===== src/hdl/neighbour_mean_filter_3x3_unit_macros.svh =====
// Assertion macros shared by the neighbor mean filter modules.
`ifndef NEIGHBOUR_MEAN_FILTER_3X3_UNIT_MACROS_SVH
`define NEIGHBOUR_MEAN_FILTER_3X3_UNIT_MACROS_SVH

// Same-cycle implication, sampled on clk and disabled during reset.
`define NMF_ASSERT_NOW(name, ante, cons, msg) \
  name: assert property (@(posedge clk) disable iff (!rst_n) (ante) |-> (cons)) \
    else $error(msg);

// Next-cycle implication, sampled on clk and disabled during reset.
`define NMF_ASSERT_NEXT(name, ante, cons, msg) \
  name: assert property (@(posedge clk) disable iff (!rst_n) (ante) |=> (cons)) \
    else $error(msg);

`endif


===== src/hdl/nmf_pkg.sv =====
// Shared constants, state type and control structs of the neighbor mean filter.
package nmf_pkg;

  localparam int MAX_SIZE_DEF   = 64;
  localparam int VALUE_BITS_DEF = 16;
  localparam int FRAC_BITS_DEF  = 8;

  localparam int             CFG_W      = 7;
  localparam logic [CFG_W-1:0] SIZE_RESET = 7'd8;

  localparam int POS_OUT_W  = 6;
  localparam int MEAN_W     = 24;
  localparam int COUNT_W    = 4;
  localparam int OUT_DATA_W = 2 * POS_OUT_W + MEAN_W + COUNT_W;

  // A sum of eight values needs three bits more than one value.
  localparam int SUM_GROW  = 3;
  // Dividend bits fed to the reciprocal multiplier in one cycle.
  localparam int DIV_STEPS = 8;

  typedef enum logic [2:0] {
    ST_IDLE,
    ST_LOAD,
    ST_SUM,
    ST_DIV,
    ST_EMIT
  } nmf_state_t;

  typedef struct packed {
    logic accept;
    logic load;
    logic sum;
    logic div_step;
    logic emit;
    logic advance;
    logic sel_row;
    logic sel_col;
  } nmf_cmd_t;

  typedef struct packed {
    logic has_results;
    logic last_row;
    logic last_col;
    logic out_free;
  } nmf_sts_t;

endpackage


===== src/hdl/nmf_ram.sv =====
// Generic single-port-write, single-port-read RAM with registered read data.
module nmf_ram #(
  parameter int WIDTH = 32,
  parameter int DEPTH = 64
) (
  input  logic                     clk,
  input  logic                     wr_en,
  input  logic [$clog2(DEPTH)-1:0] wr_addr,
  input  logic [WIDTH-1:0]         wr_data,
  input  logic [$clog2(DEPTH)-1:0] rd_addr,
  output logic [WIDTH-1:0]         rd_data
);

  logic [WIDTH-1:0] mem [DEPTH];
  logic [WIDTH-1:0] rd_data_r;

  always_ff @(posedge clk) begin
    if (wr_en) begin
      mem[wr_addr] <= wr_data;
    end
    rd_data_r <= mem[rd_addr];
  end

  assign rd_data = rd_data_r;

endmodule


===== src/hdl/nmf_datapath.sv =====
// Datapath: line store, 3x3 window, neighbor sum, reciprocal divider and output register.
`include "neighbour_mean_filter_3x3_unit_macros.svh"
module nmf_datapath #(
  parameter int MAX_SIZE   = nmf_pkg::MAX_SIZE_DEF,
  parameter int VALUE_BITS = nmf_pkg::VALUE_BITS_DEF,
  parameter int FRAC_BITS  = nmf_pkg::FRAC_BITS_DEF
) (
  input  logic                              clk,
  input  logic                              rst_n,
  input  logic signed [VALUE_BITS-1:0]      in_value,
  input  logic                              cfg_wr_en,
  input  logic [nmf_pkg::CFG_W-1:0]         cfg_wr_data,
  input  nmf_pkg::nmf_cmd_t                 cmd,
  output nmf_pkg::nmf_sts_t                 sts,
  output logic                              out_tvalid,
  input  logic                              out_tready,
  output logic [nmf_pkg::OUT_DATA_W-1:0]    out_tdata,
  output logic                              out_tlast
);

  localparam int CFG_W       = nmf_pkg::CFG_W;
  localparam int POS_W       = $clog2(MAX_SIZE);
  localparam int POS_OUT_W   = nmf_pkg::POS_OUT_W;
  localparam int MEAN_W      = nmf_pkg::MEAN_W;
  localparam int COUNT_W     = nmf_pkg::COUNT_W;
  localparam int STEP_W      = nmf_pkg::DIV_STEPS;
  localparam int SUM_W       = VALUE_BITS + nmf_pkg::SUM_GROW;
  localparam int DIV_W       = SUM_W + FRAC_BITS;
  localparam int DIV_CYCLES  = (DIV_W + STEP_W - 1) / STEP_W;
  localparam int PAD_W       = DIV_CYCLES * STEP_W;
  localparam int QX_W        = (PAD_W > MEAN_W) ? PAD_W : MEAN_W;
  localparam int LINE_W      = 2 * VALUE_BITS;
  localparam logic [CFG_W-1:0] MAX_N = CFG_W'(MAX_SIZE);

  // Reciprocals of the neighbor counts, scaled by 2^RECIP_SHIFT and rounded up. Two
  // guard bits above the dividend width keep the truncated product exact.
  localparam int RECIP_SHIFT = DIV_W + 2;
  localparam int RECIP_W     = DIV_W + 1;
  localparam int PROD_W      = STEP_W + RECIP_W;
  localparam int ACC_W       = PAD_W + RECIP_W;
  localparam logic [63:0]        RECIP_ONE = 64'd1 << RECIP_SHIFT;
  localparam logic [RECIP_W-1:0] RECIP_3   = RECIP_W'((RECIP_ONE + 64'd2) / 64'd3);
  localparam logic [RECIP_W-1:0] RECIP_5   = RECIP_W'((RECIP_ONE + 64'd4) / 64'd5);
  localparam logic [RECIP_W-1:0] RECIP_8   = RECIP_W'(RECIP_ONE >> 3);

  // Configuration and position state.
  logic [CFG_W-1:0] size_r;
  logic [POS_W-1:0] last_idx;
  logic [POS_W-1:0] pos_row_r;
  logic [POS_W-1:0] pos_col_r;
  logic [POS_W-1:0] pos_row_nxt;
  logic [POS_W-1:0] pos_col_nxt;

  // Incoming word, line store and window.
  logic signed [VALUE_BITS-1:0] item_val_r;
  logic [LINE_W-1:0]            line_rd;
  logic signed [VALUE_BITS-1:0] line_top;
  logic signed [VALUE_BITS-1:0] line_mid;
  logic signed [VALUE_BITS-1:0] win_r [3][3];

  // Neighbor selection and sum.
  logic [POS_W-1:0]        cen_row;
  logic [POS_W-1:0]        cen_col;
  logic [2:0]              row_ok;
  logic [2:0]              col_ok;
  logic [1:0]              tap_row;
  logic [1:0]              tap_col;
  logic [8:0]              nb_mask;
  logic [COUNT_W-1:0]      nb_cnt;
  logic signed [SUM_W-1:0] nb_sum;
  logic [SUM_W-1:0]        sum_bits;
  logic [SUM_W-1:0]        sum_mag;

  // Divider.
  logic [PAD_W-1:0]   dvd_r;
  logic [PAD_W-1:0]   dvd_nxt;
  logic [ACC_W-1:0]   acc_r;
  logic [ACC_W-1:0]   acc_nxt;
  logic [RECIP_W-1:0] recip_sel;
  logic [PROD_W-1:0]  part_prod;
  logic [COUNT_W-1:0] cnt_r;
  logic               neg_r;
  logic [POS_W-1:0]   res_row_r;
  logic [POS_W-1:0]   res_col_r;
  logic               res_done_r;
  logic [QX_W-1:0]    quo_ext;
  logic [QX_W-1:0]    mean_full;

  // Output register.
  logic                 out_valid_r;
  logic [POS_OUT_W-1:0] out_row_r;
  logic [POS_OUT_W-1:0] out_col_r;
  logic [MEAN_W-1:0]    out_mean_r;
  logic [COUNT_W-1:0]   out_cnt_r;
  logic                 out_last_r;

  // Sizes outside the legal range are clamped.
  always_comb begin
    if (size_r < 7'd2) begin
      last_idx = POS_W'(1);
    end else if (size_r > MAX_N) begin
      last_idx = POS_W'(MAX_SIZE - 1);
    end else begin
      last_idx = POS_W'(size_r - 7'd1);
    end
  end

  always_comb begin
    if (pos_col_r == last_idx) begin
      pos_col_nxt = '0;
      pos_row_nxt = (pos_row_r == last_idx) ? '0 : pos_row_r + 1'b1;
    end else begin
      pos_col_nxt = pos_col_r + 1'b1;
      pos_row_nxt = pos_row_r;
    end
  end

  // Each entry holds the column's values from the two rows above: {top, mid}.
  nmf_ram #(
    .WIDTH (LINE_W),
    .DEPTH (MAX_SIZE)
  ) u_line_store (
    .clk     (clk),
    .wr_en   (cmd.load),
    .wr_addr (pos_col_r),
    .wr_data ({line_mid, item_val_r}),
    .rd_addr (pos_col_r),
    .rd_data (line_rd)
  );

  assign line_top = line_rd[LINE_W-1:VALUE_BITS];
  assign line_mid = line_rd[VALUE_BITS-1:0];

  // The result's center is one row and column behind the newest word unless the
  // selects point at the bottom row or the right column.
  assign cen_row = cmd.sel_row ? pos_row_r : pos_row_r - 1'b1;
  assign cen_col = cmd.sel_col ? pos_col_r : pos_col_r - 1'b1;

  assign row_ok = {cen_row != last_idx, 1'b1, cen_row != '0};
  assign col_ok = {cen_col != last_idx, 1'b1, cen_col != '0};

  // Taps that would fall past the newest row or column are always outside the
  // matrix, so clamping their index only avoids reading beyond the window.
  always_comb begin
    nb_sum  = '0;
    nb_mask = '0;
    tap_row = '0;
    tap_col = '0;
    for (int di = 0; di < 3; di++) begin
      for (int dj = 0; dj < 3; dj++) begin
        if (!(di == 1 && dj == 1)) begin
          tap_row = (di == 2) ? 2'd2 : 2'(di) + 2'(cmd.sel_row);
          tap_col = (dj == 2) ? 2'd2 : 2'(dj) + 2'(cmd.sel_col);
          if (row_ok[di] && col_ok[dj]) begin
            nb_mask[di * 3 + dj] = 1'b1;
            nb_sum = nb_sum + SUM_W'(win_r[tap_row][tap_col]);
          end
        end
      end
    end
  end

  assign nb_cnt   = COUNT_W'($countones(nb_mask));
  assign sum_bits = nb_sum;
  assign sum_mag  = sum_bits[SUM_W-1] ? (~sum_bits + 1'b1) : sum_bits;

  // Division by the neighbor count as a multiplication by its reciprocal. The
  // dividend enters eight bits a cycle, top digit first, and the quotient is the
  // product shifted down by RECIP_SHIFT.
  always_comb begin
    unique case (cnt_r)
      4'd3:    recip_sel = RECIP_3;
      4'd5:    recip_sel = RECIP_5;
      default: recip_sel = RECIP_8;
    endcase
  end

  assign part_prod = PROD_W'(dvd_r[PAD_W-1 -: STEP_W]) * PROD_W'(recip_sel);
  assign acc_nxt   = {acc_r[ACC_W-STEP_W-1:0], {STEP_W{1'b0}}} + ACC_W'(part_prod);
  assign dvd_nxt   = {dvd_r[PAD_W-STEP_W-1:0], {STEP_W{1'b0}}};

  assign quo_ext   = QX_W'(acc_r[ACC_W-1:RECIP_SHIFT]);
  assign mean_full = neg_r ? (~quo_ext + 1'b1) : quo_ext;

  always_ff @(posedge clk) begin
    if (!rst_n) begin
      size_r      <= nmf_pkg::SIZE_RESET;
      pos_row_r   <= '0;
      pos_col_r   <= '0;
      out_valid_r <= 1'b0;
    end else begin
      if (cfg_wr_en) begin
        size_r    <= cfg_wr_data;
        pos_row_r <= '0;
        pos_col_r <= '0;
      end else if (cmd.advance) begin
        pos_row_r <= pos_row_nxt;
        pos_col_r <= pos_col_nxt;
      end
      if (cmd.emit) begin
        out_valid_r <= 1'b1;
      end else if (out_tready) begin
        out_valid_r <= 1'b0;
      end
    end
  end

  always_ff @(posedge clk) begin
    if (cmd.accept) begin
      item_val_r <= in_value;
    end
    if (cmd.load) begin
      for (int x = 0; x < 3; x++) begin
        win_r[x][0] <= win_r[x][1];
        win_r[x][1] <= win_r[x][2];
      end
      win_r[0][2] <= line_top;
      win_r[1][2] <= line_mid;
      win_r[2][2] <= item_val_r;
    end
    if (cmd.sum) begin
      dvd_r      <= PAD_W'(sum_mag) << FRAC_BITS;
      acc_r      <= '0;
      cnt_r      <= nb_cnt;
      neg_r      <= sum_bits[SUM_W-1];
      res_row_r  <= cen_row;
      res_col_r  <= cen_col;
      res_done_r <= (cen_row == last_idx) && (cen_col == last_idx);
    end else if (cmd.div_step) begin
      dvd_r <= dvd_nxt;
      acc_r <= acc_nxt;
    end
    if (cmd.emit) begin
      out_row_r  <= POS_OUT_W'(res_row_r);
      out_col_r  <= POS_OUT_W'(res_col_r);
      out_mean_r <= mean_full[MEAN_W-1:0];
      out_cnt_r  <= cnt_r;
      out_last_r <= res_done_r;
    end
  end

  assign sts.has_results = (pos_row_r != '0) && (pos_col_r != '0);
  assign sts.last_row    = pos_row_r == last_idx;
  assign sts.last_col    = pos_col_r == last_idx;
  assign sts.out_free    = !out_valid_r || out_tready;

  assign out_tvalid = out_valid_r;
  assign out_tdata  = {out_cnt_r, out_mean_r, out_col_r, out_row_r};
  assign out_tlast  = out_last_r;

  `NMF_ASSERT_NOW(a_count_legal, out_valid_r,
    out_cnt_r == 4'd3 || out_cnt_r == 4'd5 || out_cnt_r == 4'd8,
    "neighbor count is not three or five or eight")
  `NMF_ASSERT_NOW(a_done_on_corner, out_valid_r && out_last_r, out_row_r == out_col_r,
    "final-position flag set off the diagonal")
  `NMF_ASSERT_NOW(a_pos_in_range, 1'b1, pos_row_r <= last_idx && pos_col_r <= last_idx,
    "write position lies outside the matrix")

endmodule


===== src/hdl/nmf_ctrl.sv =====
// Controller: sequences window load, per-result sum, division and output hand-off.
`include "neighbour_mean_filter_3x3_unit_macros.svh"
module nmf_ctrl #(
  parameter int VALUE_BITS = nmf_pkg::VALUE_BITS_DEF,
  parameter int FRAC_BITS  = nmf_pkg::FRAC_BITS_DEF
) (
  input  logic              clk,
  input  logic              rst_n,
  input  logic              in_tvalid,
  output logic              in_tready,
  input  nmf_pkg::nmf_sts_t sts,
  output nmf_pkg::nmf_cmd_t cmd
);

  localparam int DIV_W      = VALUE_BITS + nmf_pkg::SUM_GROW + FRAC_BITS;
  localparam int DIV_CYCLES = (DIV_W + nmf_pkg::DIV_STEPS - 1) / nmf_pkg::DIV_STEPS;
  localparam int DCNT_W     = (DIV_CYCLES > 1) ? $clog2(DIV_CYCLES) : 1;
  localparam logic [DCNT_W-1:0] DCNT_LAST = DCNT_W'(DIV_CYCLES - 1);

  nmf_pkg::nmf_state_t state_r;
  nmf_pkg::nmf_state_t state_nxt;
  logic                sel_row_r;
  logic                sel_row_nxt;
  logic                sel_col_r;
  logic                sel_col_nxt;
  logic [DCNT_W-1:0]   div_cnt_r;
  logic [DCNT_W-1:0]   div_cnt_nxt;
  logic                more;

  // Results of one word go out row by row, left column before right column.
  assign more = (!sel_col_r && sts.last_col) || (!sel_row_r && sts.last_row);

  always_ff @(posedge clk) begin
    if (!rst_n) begin
      state_r   <= nmf_pkg::ST_IDLE;
      sel_row_r <= 1'b0;
      sel_col_r <= 1'b0;
      div_cnt_r <= '0;
    end else begin
      state_r   <= state_nxt;
      sel_row_r <= sel_row_nxt;
      sel_col_r <= sel_col_nxt;
      div_cnt_r <= div_cnt_nxt;
    end
  end

  always_comb begin
    state_nxt   = state_r;
    sel_row_nxt = sel_row_r;
    sel_col_nxt = sel_col_r;
    div_cnt_nxt = div_cnt_r;
    unique case (state_r)
      nmf_pkg::ST_IDLE: begin
        if (in_tvalid) begin
          state_nxt   = nmf_pkg::ST_LOAD;
          sel_row_nxt = 1'b0;
          sel_col_nxt = 1'b0;
        end
      end
      nmf_pkg::ST_LOAD: begin
        state_nxt = sts.has_results ? nmf_pkg::ST_SUM : nmf_pkg::ST_IDLE;
      end
      nmf_pkg::ST_SUM: begin
        state_nxt   = nmf_pkg::ST_DIV;
        div_cnt_nxt = '0;
      end
      nmf_pkg::ST_DIV: begin
        if (div_cnt_r == DCNT_LAST) begin
          state_nxt = nmf_pkg::ST_EMIT;
        end else begin
          div_cnt_nxt = div_cnt_r + 1'b1;
        end
      end
      nmf_pkg::ST_EMIT: begin
        if (sts.out_free) begin
          if (!sel_col_r && sts.last_col) begin
            sel_col_nxt = 1'b1;
            state_nxt   = nmf_pkg::ST_SUM;
          end else if (!sel_row_r && sts.last_row) begin
            sel_row_nxt = 1'b1;
            sel_col_nxt = 1'b0;
            state_nxt   = nmf_pkg::ST_SUM;
          end else begin
            state_nxt = nmf_pkg::ST_IDLE;
          end
        end
      end
      default: begin
        state_nxt = nmf_pkg::ST_IDLE;
      end
    endcase
  end

  always_comb begin
    in_tready   = 1'b0;
    cmd         = '0;
    cmd.sel_row = sel_row_r;
    cmd.sel_col = sel_col_r;
    unique case (state_r)
      nmf_pkg::ST_IDLE: begin
        in_tready  = 1'b1;
        cmd.accept = in_tvalid;
      end
      nmf_pkg::ST_LOAD: begin
        cmd.load    = 1'b1;
        cmd.advance = !sts.has_results;
      end
      nmf_pkg::ST_SUM: begin
        cmd.sum = 1'b1;
      end
      nmf_pkg::ST_DIV: begin
        cmd.div_step = 1'b1;
      end
      nmf_pkg::ST_EMIT: begin
        cmd.emit    = sts.out_free;
        cmd.advance = sts.out_free && !more;
      end
      default: begin
      end
    endcase
  end

  `NMF_ASSERT_NEXT(a_accept_loads, cmd.accept, state_r == nmf_pkg::ST_LOAD,
    "accepted word not followed by a window load")
  `NMF_ASSERT_NEXT(a_emit_continues, cmd.emit && !cmd.advance, state_r == nmf_pkg::ST_SUM,
    "pending result of the current word was skipped")
  `NMF_ASSERT_NOW(a_div_bound, state_r == nmf_pkg::ST_DIV, div_cnt_r <= DCNT_LAST,
    "divider ran past its last step")

endmodule


===== src/hdl/neighbour_mean_filter_3x3_unit.sv =====
// Top level of the 3x3 neighbor mean filter. It takes an N by N matrix in raster
// order, one word per input transfer, and returns for each position the mean of its
// in-bounds neighbors (center excluded) as signed fixed point with FRAC_BITS fraction
// bits, truncated toward zero, together with the position and the neighbor count.
// A result leaves as soon as its last neighbor has arrived, so one input word yields
// zero to four results; tlast marks the result of the bottom-right position. Writing
// the size register restarts the matrix at the top-left position. A word that
// completes no neighborhood passes through accept with line store read, then window
// shift. Each result it completes then takes a window sum, the shared reciprocal
// multiplier taking eight dividend bits a cycle, and a load of the output register,
// which waits while the output is stalled. The next word is taken as soon as the
// previous word's last result sits in the output register. The line store needs no
// clearing after reset.
module neighbour_mean_filter_3x3_unit #(
  parameter int MAX_SIZE   = nmf_pkg::MAX_SIZE_DEF,
  parameter int VALUE_BITS = nmf_pkg::VALUE_BITS_DEF,
  parameter int FRAC_BITS  = nmf_pkg::FRAC_BITS_DEF
) (
  input  logic                                clk,
  input  logic                                rst_n,
  input  logic                                in_tvalid,
  output logic                                in_tready,
  // element_value
  input  logic [((VALUE_BITS + 7) / 8) * 8 - 1:0] in_tdata,
  output logic                                out_tvalid,
  input  logic                                out_tready,
  // result_row, result_col, mean_value, neighbour_count
  output logic [nmf_pkg::OUT_DATA_W-1:0]      out_tdata,
  // matrix_done
  output logic                                out_tlast,
  input  logic                                cfg_wr_en,
  input  logic [nmf_pkg::CFG_W-1:0]           cfg_wr_data
);

  nmf_pkg::nmf_cmd_t cmd;
  nmf_pkg::nmf_sts_t sts;

  nmf_ctrl #(
    .VALUE_BITS (VALUE_BITS),
    .FRAC_BITS  (FRAC_BITS)
  ) u_ctrl (
    .clk       (clk),
    .rst_n     (rst_n),
    .in_tvalid (in_tvalid),
    .in_tready (in_tready),
    .sts       (sts),
    .cmd       (cmd)
  );

  nmf_datapath #(
    .MAX_SIZE   (MAX_SIZE),
    .VALUE_BITS (VALUE_BITS),
    .FRAC_BITS  (FRAC_BITS)
  ) u_datapath (
    .clk         (clk),
    .rst_n       (rst_n),
    .in_value    (in_tdata[VALUE_BITS-1:0]),
    .cfg_wr_en   (cfg_wr_en),
    .cfg_wr_data (cfg_wr_data),
    .cmd         (cmd),
    .sts         (sts),
    .out_tvalid  (out_tvalid),
    .out_tready  (out_tready),
    .out_tdata   (out_tdata),
    .out_tlast   (out_tlast)
  );

endmodule

===== config.mk =====
export PLATFORM = sky130hd
export DESIGN_NAME = neighbour_mean_filter_3x3_unit
export DESIGN_NICKNAME = d
export VERILOG_FILES = /design/src/hdl/nmf_pkg.sv /design/src/hdl/nmf_ram.sv /design/src/hdl/nmf_datapath.sv /design/src/hdl/nmf_ctrl.sv /design/src/hdl/neighbour_mean_filter_3x3_unit.sv
export VERILOG_INCLUDE_DIRS = /design/src /design/src/hdl
export SDC_FILE = /design/constraint.sdc
export NUM_CORES = 2
export LEC_CHECK = 0
export ABC_AREA = 1
export BUFFER_PORTS_ARGS = -buffer_cell sky130_fd_sc_hd__buf_4
export CAP_MARGIN = 0
export CORE_ASPECT_RATIO = 1.2
export CORE_MARGIN = 3
export CORE_UTILIZATION = 45
export DETAILED_ROUTE_END_ITERATION = 12
export REMOVE_ABC_BUFFERS = 1
export SLEW_MARGIN = 20
export SYNTH_ARGS = -nofsm -noshare
export SYNTH_HDL_FRONTEND = slang
export SYNTH_SLANG_ARGS = --single-unit

===== constraint.sdc =====
create_clock -name clk -period 10.3 [get_ports clk]
set_input_delay 2.06 -clock clk [delete_from_list [all_inputs] [get_ports clk]]
set_output_delay 2.06 -clock clk [all_outputs]
set_load 0.02 [all_outputs]

=== After elaboration in Yosys (flattened, before gate mapping) ===
Memories as Yosys holds them, arrays and structs flattened. A register that Yosys moved wholly into a read port is not among the register bits.
Index checks and enable logic that the tools add are counted.

* Flip-flop bits (word level): 179
* RAM bits: 2,192
* Input bits: 28
* Output and inout bits: 43
* Word-level logic and storage cells: 183
* Memories kept: 2

* Add/sub/neg operators: 25
* Multipliers: 1
* $lt $le $gt $ge: 4
* Equality and inequality tests: 20
* Muxes and demuxes: 73
* Bitwise logic cells: 5
* Reduce and logical (&&, ||, !) cells: 31

{| class="wikitable"
|+ Memories
! name !! depth !! bits a word !! read ports !! clocked after memory_dff !! write ports !! RTL line !! RTL
|-
| u_datapath.u_line_store.mem || 64 || 32 || 1 || 1 || 1 || nmf_ram.sv:14 || <nowiki>logic [WIDTH-1:0] mem [DEPTH];</nowiki>
|-
| u_datapath.win_r || 3 || 48 || 5 || 1 || 3 || nmf_datapath.sv:59 || <nowiki>logic signed [VALUE_BITS-1:0] win_r [3][3];</nowiki>
|}

{| class="wikitable"
|+ Operators by type and width
! kind !! number
|-
| 19-bit two-way mux || 9
|-
| 16-bit binary-select mux with 2-bit select || 5
|-
| 16-bit two-way mux || 10
|-
| 19-bit by 16-bit adder with 19-bit output || 7
|-
| 28-bit one-hot mux with 2 select lines || 1
|-
| 27-bit two-way mux || 2
|-
| 53-bit by 36-bit adder with 53-bit output || 1
|-
| 8-bit by 28-bit multiplier with 36-bit output || 1
|-
| 6-bit two-way mux || 6
|-
| 1-bit two-way mux || 25
|-
| 24-bit by 1-bit adder with 24-bit output, second input constant || 1
|-
| 6-bit == test || 4
|-
| 24-bit two-way mux || 1
|-
| 24-bit inverter || 1
|-
| 6-bit nonzero test || 4
|-
| 19-bit by 1-bit adder with 19-bit output, second input constant || 1
|-
| 19-bit inverter || 1
|-
| 6-bit by 1-bit subtractor with 6-bit output, second input constant || 3
|-
| 3-bit one-hot mux with 5 select lines || 1
|-
| 6-bit by 1-bit adder with 6-bit output, second input constant || 2
|-
| 3-bit two-way mux || 4
|-
| 6-bit inequality test || 2
|-
| 2-bit two-way mux || 5
|-
| 1-bit logical AND || 9
|-
| other kinds (32) || 53
|}

=== Logic depth before layout (Yosys ltp) ===
* Depth in word-level cells: 23
* Gate-level depth with buffers: 85
* Depth with buffers taken out: 79

=== Hierarchy ===
A second synthesis with hierarchy kept.

* Cells, all modules: 10,322
* Area total of the unflattened synthesis: 110,460.9 um^2

{| class="wikitable"
|+ By module, submodules not included
! module !! times used !! cells each !! area each (um^2) !! sequential area each (um^2)
|-
| nmf_ram || 1 || 6,769 || 82,738.1 || 62,139.6
|-
| nmf_datapath || 1 || 3,481 || 27,259.9 || 8,708.4
|-
| nmf_ctrl || 1 || 72 || 462.9 || 140.1
|}

=== Least setup slack after synthesis ===
Ideal clock, no wire load.

* Path type: reg-to-reg
* From: register u_datapath.pos_col_r[0]
* To: register u_datapath.dvd_r[11] (data pin)
* Setup time: 258 ps
* Arrival time: 11,086 ps
* Required time: 10,042 ps
* Slack: -1,044 ps
* Cell stages (with the launch flop): 74
* Path buffers: 6
* Period minus slack after synthesis: 11,344 ps
* Cells stage by stage: dfxtp_1 > buf_2 > inv_1 > ha_1 > nand2_1 > o21ai_1 > inv_1 > nor2_1 > nand3_1 > nor3_1 > buf_2 > buf_4 > buf_2 > nor2_1 > inv_1 > clkbuf_1 > a221oi_1 > ha_1 > [... 38 more ...] > a21oi_1 > nand2_1 > a21oi_1 > nor2_1 > nor2_1 > xor2_1 > o21ai_1 > ha_1 > inv_1 > o311ai_0 > or2_2 > nand3_1 > inv_1 > nand3_1 > nand2_2 > buf_6 > nor3b_1 > nor2_1

* Word-level cells in the longest chain between the ends: 23
* Elaborated cells between the ends (all ways): 27
* Those cells by class: add/sub: 9; eq/ne: 1; mux: 11; bitwise: 1; reduce/logical: 5

{| class="wikitable"
|+ Ends and longest elaborated chain
! element !! RTL line !! RTL
|-
| start, declared || nmf_datapath.sv:50 || <nowiki>logic [POS_W-1:0] pos_col_r;</nowiki>
|-
| start signal, assigned || nmf_datapath.sv:198 || <nowiki>pos_col_r <= pos_col_nxt;</nowiki>
|-
| 6-bit by 1-bit subtractor with 6-bit output * || nmf_datapath.sv:137 || <nowiki>assign cen_col = cmd.sel_col ? pos_col_r : pos_col_r - 1'b1;</nowiki>
|-
| 6-bit two-way mux * || nmf_datapath.sv:137 ||
|-
| via u_datapath.cen_col[1] || nmf_datapath.sv:63 || <nowiki>logic [POS_W-1:0] cen_col;</nowiki>
|-
| 6-bit nonzero test || nmf_datapath.sv:140 || <nowiki>assign col_ok = {cen_col != last_idx, 1'b1, cen_col != '0};</nowiki>
|-
| 1-bit logical AND || nmf_datapath.sv:154 || <nowiki>if (row_ok[di] && col_ok[dj]) begin</nowiki>
|-
| 19-bit two-way mux || nmf_datapath.sv:154 ||
|-
| 19-bit by 16-bit adder with 19-bit output || nmf_datapath.sv:156 || <nowiki>nb_sum = nb_sum + SUM_W'(win_r[tap_row][tap_col]);</nowiki>
|-
| 19-bit two-way mux || nmf_datapath.sv:154 ||
|-
| [... 8 more ...] || -- ||
|-
| 19-bit by 16-bit adder with 19-bit output || nmf_datapath.sv:156 ||
|-
| 19-bit two-way mux || nmf_datapath.sv:154 ||
|-
| 19-bit by 16-bit adder with 19-bit output || nmf_datapath.sv:156 ||
|-
| 19-bit two-way mux * || nmf_datapath.sv:154 ||
|-
| 19-bit inverter || nmf_datapath.sv:165 || <nowiki>assign sum_mag = sum_bits[SUM_W-1] ? (~sum_bits + 1'b1) : sum_bits;</nowiki>
|-
| 19-bit by 1-bit adder with 19-bit output || nmf_datapath.sv:165 ||
|-
| 19-bit two-way mux * || nmf_datapath.sv:165 ||
|-
| 27-bit two-way mux * || nmf_datapath.sv:221 || <nowiki>if (cmd.sum) begin</nowiki>
|-
| end signal, assigned || nmf_datapath.sv:222 || <nowiki>dvd_r <= PAD_W'(sum_mag) << FRAC_BITS;</nowiki>
|-
| end signal, assigned || nmf_datapath.sv:230 || <nowiki>dvd_r <= dvd_nxt;</nowiki>
|-
| end, declared || nmf_datapath.sv:75 || <nowiki>logic [PAD_W-1:0] dvd_r;</nowiki>
|}

Mark *: on every way through the listed nets, which the timed path passes. The rest lies on a longest branch.
A chain may end at the register's enable or synchronous reset.

=== Worst setup path in the final report ===
* From: register u_datapath.pos_col_r[1]
* To: register u_datapath.dvd_r[18] (data pin)

* Word-level cells in the longest chain between the ends: 23
* Elaborated cells between the ends (all ways): 27
* Those cells by class: add/sub: 9; eq/ne: 1; mux: 11; bitwise: 1; reduce/logical: 5

{| class="wikitable"
|+ Ends and longest elaborated chain
! element !! RTL line
|-
| 6-bit by 1-bit subtractor with 6-bit output || nmf_datapath.sv:137
|-
| 6-bit two-way mux * || nmf_datapath.sv:137
|-
| via u_datapath.cen_col[1] || nmf_datapath.sv:63
|-
| 6-bit nonzero test || nmf_datapath.sv:140
|-
| 1-bit logical AND || nmf_datapath.sv:154
|-
| 19-bit two-way mux || nmf_datapath.sv:154
|-
| 19-bit by 16-bit adder with 19-bit output || nmf_datapath.sv:156
|-
| 19-bit two-way mux || nmf_datapath.sv:154
|-
| [... 8 more ...] || --
|-
| 19-bit by 16-bit adder with 19-bit output || nmf_datapath.sv:156
|-
| 19-bit two-way mux || nmf_datapath.sv:154
|-
| 19-bit by 16-bit adder with 19-bit output || nmf_datapath.sv:156
|-
| 19-bit two-way mux * || nmf_datapath.sv:154
|-
| 19-bit inverter || nmf_datapath.sv:165
|-
| 19-bit by 1-bit adder with 19-bit output || nmf_datapath.sv:165
|-
| 19-bit two-way mux * || nmf_datapath.sv:165
|-
| 27-bit two-way mux * || nmf_datapath.sv:221
|}

Marks and branches as above.

==> impl_metrics.yaml <==
outcome:
  status: "finished, violations left"
  violations: "negative setup slack"
sta:
  fin_ws_ns: -0.153
  timing.final.crit_period_ns: 10.45
  relSlewSlack: 0.313
  setup_tns_ns: -2.16
  timing_worst_slew_pin_value_ns: 1.03
  hold_violation_total_from_the_final_report: 0
  hold_ws_ns: 0.403
  timing.fmax_mhz: 95.7
  rsz0062_at_grt: "true"
  timing_max_transition_violations_final: 0
  clock-skew-final_ns: 0.0857
  final_report_setup_violation_count: 18
  period_share: 1.01
placement:
  hpwl_reported_at_the_end_of_detailed_placement_mm: 184
  port_buffers: 70
  place_congestion: 0.905
  place.detailed.instances: 11300
logic_synthesis:
  synth_seq_area_share: 0.693
  count_of_cell_types_in_the_netlist: 68
  syn_inst: 7782
  async_flop_share: 0
  count_of_flip_flops_with_a_built_in_enable_after_synthesis: 2286
  postSynthRegisterBits: 2404
  netlist_area_um2: 102000
  synthFlopType: "sky130_fd_sc_hd__edfxtp_1"
  postSynthAreaPerCell_um2: 13.2
  synthesis.yosys.warnings: 0
final_layout:
  layout.cells.most_common: "sky130_fd_sc_hd__edfxtp_1"
  final_cells: 11800
  fillCellCount: 18700
  highest_count_cells_in_the_layout_ignoring_fill_and_taps: "sky130_fd_sc_hd__edfxtp_1, sky130_fd_sc_hd__nand2_1, sky130_fd_sc_hd__buf_4"
  layout-area-overhead-vs-synth_pct: 19.3
  design.final.nets: 8998
  layout-drive-gt1-share: 0.208
clock_network:
  ctsRootBufferMaster: "sky130_fd_sc_hd__clkbuf_16"
  cts-hold-fix-buffers: 0
  cts-buffers-inserted: 232
  clock_insertion_delay_worst_skew_ns: 0.93
  cts.reportedPaths.clkPinSlew_ns: 0.06
  clock_sinks: 2404
  cts_tree: "yes"
  h-tree-depth: 4
  clk_path_buf_depth: 4
grt:
  track_usage: 0.260
  antenna_found_initial: 17
  gr-total-overflow: 0
  vias_in_the_first_global_route: 68300
  grt_start_max_net_pins: 106
  grt_first_pass_wirelength_mm: 452
floorplanning:
  fp-row-count: 191
  floorplan.core_area_um2: 226000
  dieArea_um2: 233000
  die_w_um: 442
  top_level_ports: 71
  starting_density_of_the_core: 0.453
  fp.dieH_um: 529
detailed_routing:
  post-route-drc-count: 0
  firstDrtPassIters: 6
  post_drt_wl_per_cell_um: 26.1
  number_of_vias_per_cell_after_detailed_routing: 5.80
  remaining_antenna_violation_count_after_routing: 0
  detailed_route_wire_length_mm: 309
  vias: 68600
  drt_iter0_markers: 6964
setup_path:
  setup.worst_path.start_class: "register"
  path_common_cell: "sky130_fd_sc_hd__buf_4"
  critical_path_required_ns: 10.93
  cp_top_family: "simple AND/OR/NAND/NOR gates"
  criticalPathCategory: "register to register"
  crit_path_arrival_time_ns: 11.08
  critPathCaptureType: "register"
  cpMaxStageDelayCell: "sky130_fd_sc_hd__fa_1"
  delay_contributed_by_the_slowest_stage_of_the_critical_path_ns: 0.45
  timing.critical_path.fanout_max: 7
  timing.critical_path.buf_inv: 25
hold_path:
  hold_class: "register to register"
flow_run:
  maxCapViolations: 0
-- timing repair --
action | CTS | global route
gates resized for setup | 223 | 216
gates cloned | 2 | 2
pin swaps | 73 | 148
setup buffers | 58 | 25
endpoints found under the setup margin | 19 | 19
-- metrics by stage --
step	setup WS [ns]	util	cell area, um2
finish	-0.153	0.541	122000
global route	-0.842	0.541	122000
global placement	-1.15	0.496	112000
detailed placement	-1.29	0.496	112000
floorplan	-8.15	-	101000
CTS	-0.217	0.535	121000
-- Yosys cell counts, drive strengths merged (13+ instances only) --
master / instances / share of area
edfxtp: 2286 / 0.67
nand2: 1541 / 0.057
inv: 520 / 0.019
a22oi: 331 / 0.024
o21ai: 330 / 0.016
nor2: 321 / 0.013
a21oi: 275 / 0.013
a221oi: 258 / 0.022
nand4: 242 / 0.015
clkbuf: 239 / 0.0088
ha: 221 / 0.027
a22o: 204 / 0.017
nand3: 195 / 0.010
fa: 121 / 0.024
dfxtp: 118 / 0.023
buf: 102 / 0.0047
xor2: 97 / 0.0083
nor3: 59 / 0.0029
xnor2: 52 / 0.0045
or2: 36 / 0.0022
a31oi: 35 / 0.0021
o211ai: 20 / 0.0015
nand3b: 16 / 0.0012
mux2i: 14 / 0.0014
o21bai: 14 / 0.0010
o21a: 13 / 0.00095
-- cells by family (layout without fill, tap and decap cells) --
kind of cell,count (synthesis),count (layout),synth area share
mux,14,14,0.00137
other cells,0,26,0
simple gates,2448,2448,0.104
fa+ha+maj,342,342,0.0506
xor+xnor,149,149,0.0128
buf+inv,867,1897,0.0328
compound gates,1558,1558,0.105
flops,2404,2404,0.693
-- per-layer routing --
layer  wire length, um  up-vias  global-route usage
met2            151000     2796               0.441
met1            121000    34600               0.338
met5                48        -                   0
met4             13300        6              0.0992
li1                  -    30700                   -
met3             23500      524              0.0398
-- final cells by class --
class	count	area [um2]	area share
clock inverters	123	1280	0.0105
repair buffers	953	7350	0.0602
flip-flops and latches	2404	71000	0.581
well taps	2991	3740	0.0306
clock buffers	295	6170	0.0505
diodes	26	65.1	0.000532
inverters	526	1990	0.0163
multi-input cells	4511	30600	0.250
-- registers in the layout, summed over array words and instances (netlist names), named ones only --
register	cells
u_ctrl.div_cnt_r	2
u_ctrl.sel_col_r	1
u_ctrl.sel_row_r	1
u_ctrl.state_r	3
u_datapath.acc_r	53
u_datapath.cnt_r	4
u_datapath.dvd_r	24
u_datapath.item_val_r	16
u_datapath.neg_r	1
u_datapath.out_cnt_r	4
u_datapath.out_col_r	6
u_datapath.out_mean_r	24
u_datapath.out_row_r	6
u_datapath.out_tlast	1
u_datapath.out_tvalid	1
u_datapath.pos_col_r	6
u_datapath.pos_row_r	6
u_datapath.res_col_r	6
u_datapath.res_done_r	1
u_datapath.res_row_r	6
u_datapath.size_r	7
u_datapath.u_line_store.mem	2048
u_datapath.u_line_store.rd_data	32
u_datapath.win_r	144
-- worst reg2reg max path, delay by kind of cell, from the launching register on --
kind	cells	cell delay, ns
simple gates	29	2.75
fa+ha+maj	7	2.01
buf+inv	25	2.62
compound gates	17	2.14
xor+xnor	3	0.38
flops	1	0.33
-- final timing paths --
path / to / cells after the start / slack [ns] / start
worst max-delay path: u_datapath.dvd_r[18] / 81 / -0.15 / u_datapath.pos_col_r[1]
worst min-delay path: u_datapath.win_r[0][0] / 0 / 0.40 / u_datapath.u_line_store.rd_data[16]
worst max register to register: u_datapath.dvd_r[18] / 81 / -0.15 / u_datapath.pos_col_r[1]
worst min register to register: u_datapath.win_r[0][0] / 0 / 0.40 / u_datapath.u_line_store.rd_data[16]
Power is left out: the tool's default activity adds up to more than one toggle a clock period on the data nets, which glitch-free logic cannot reach.
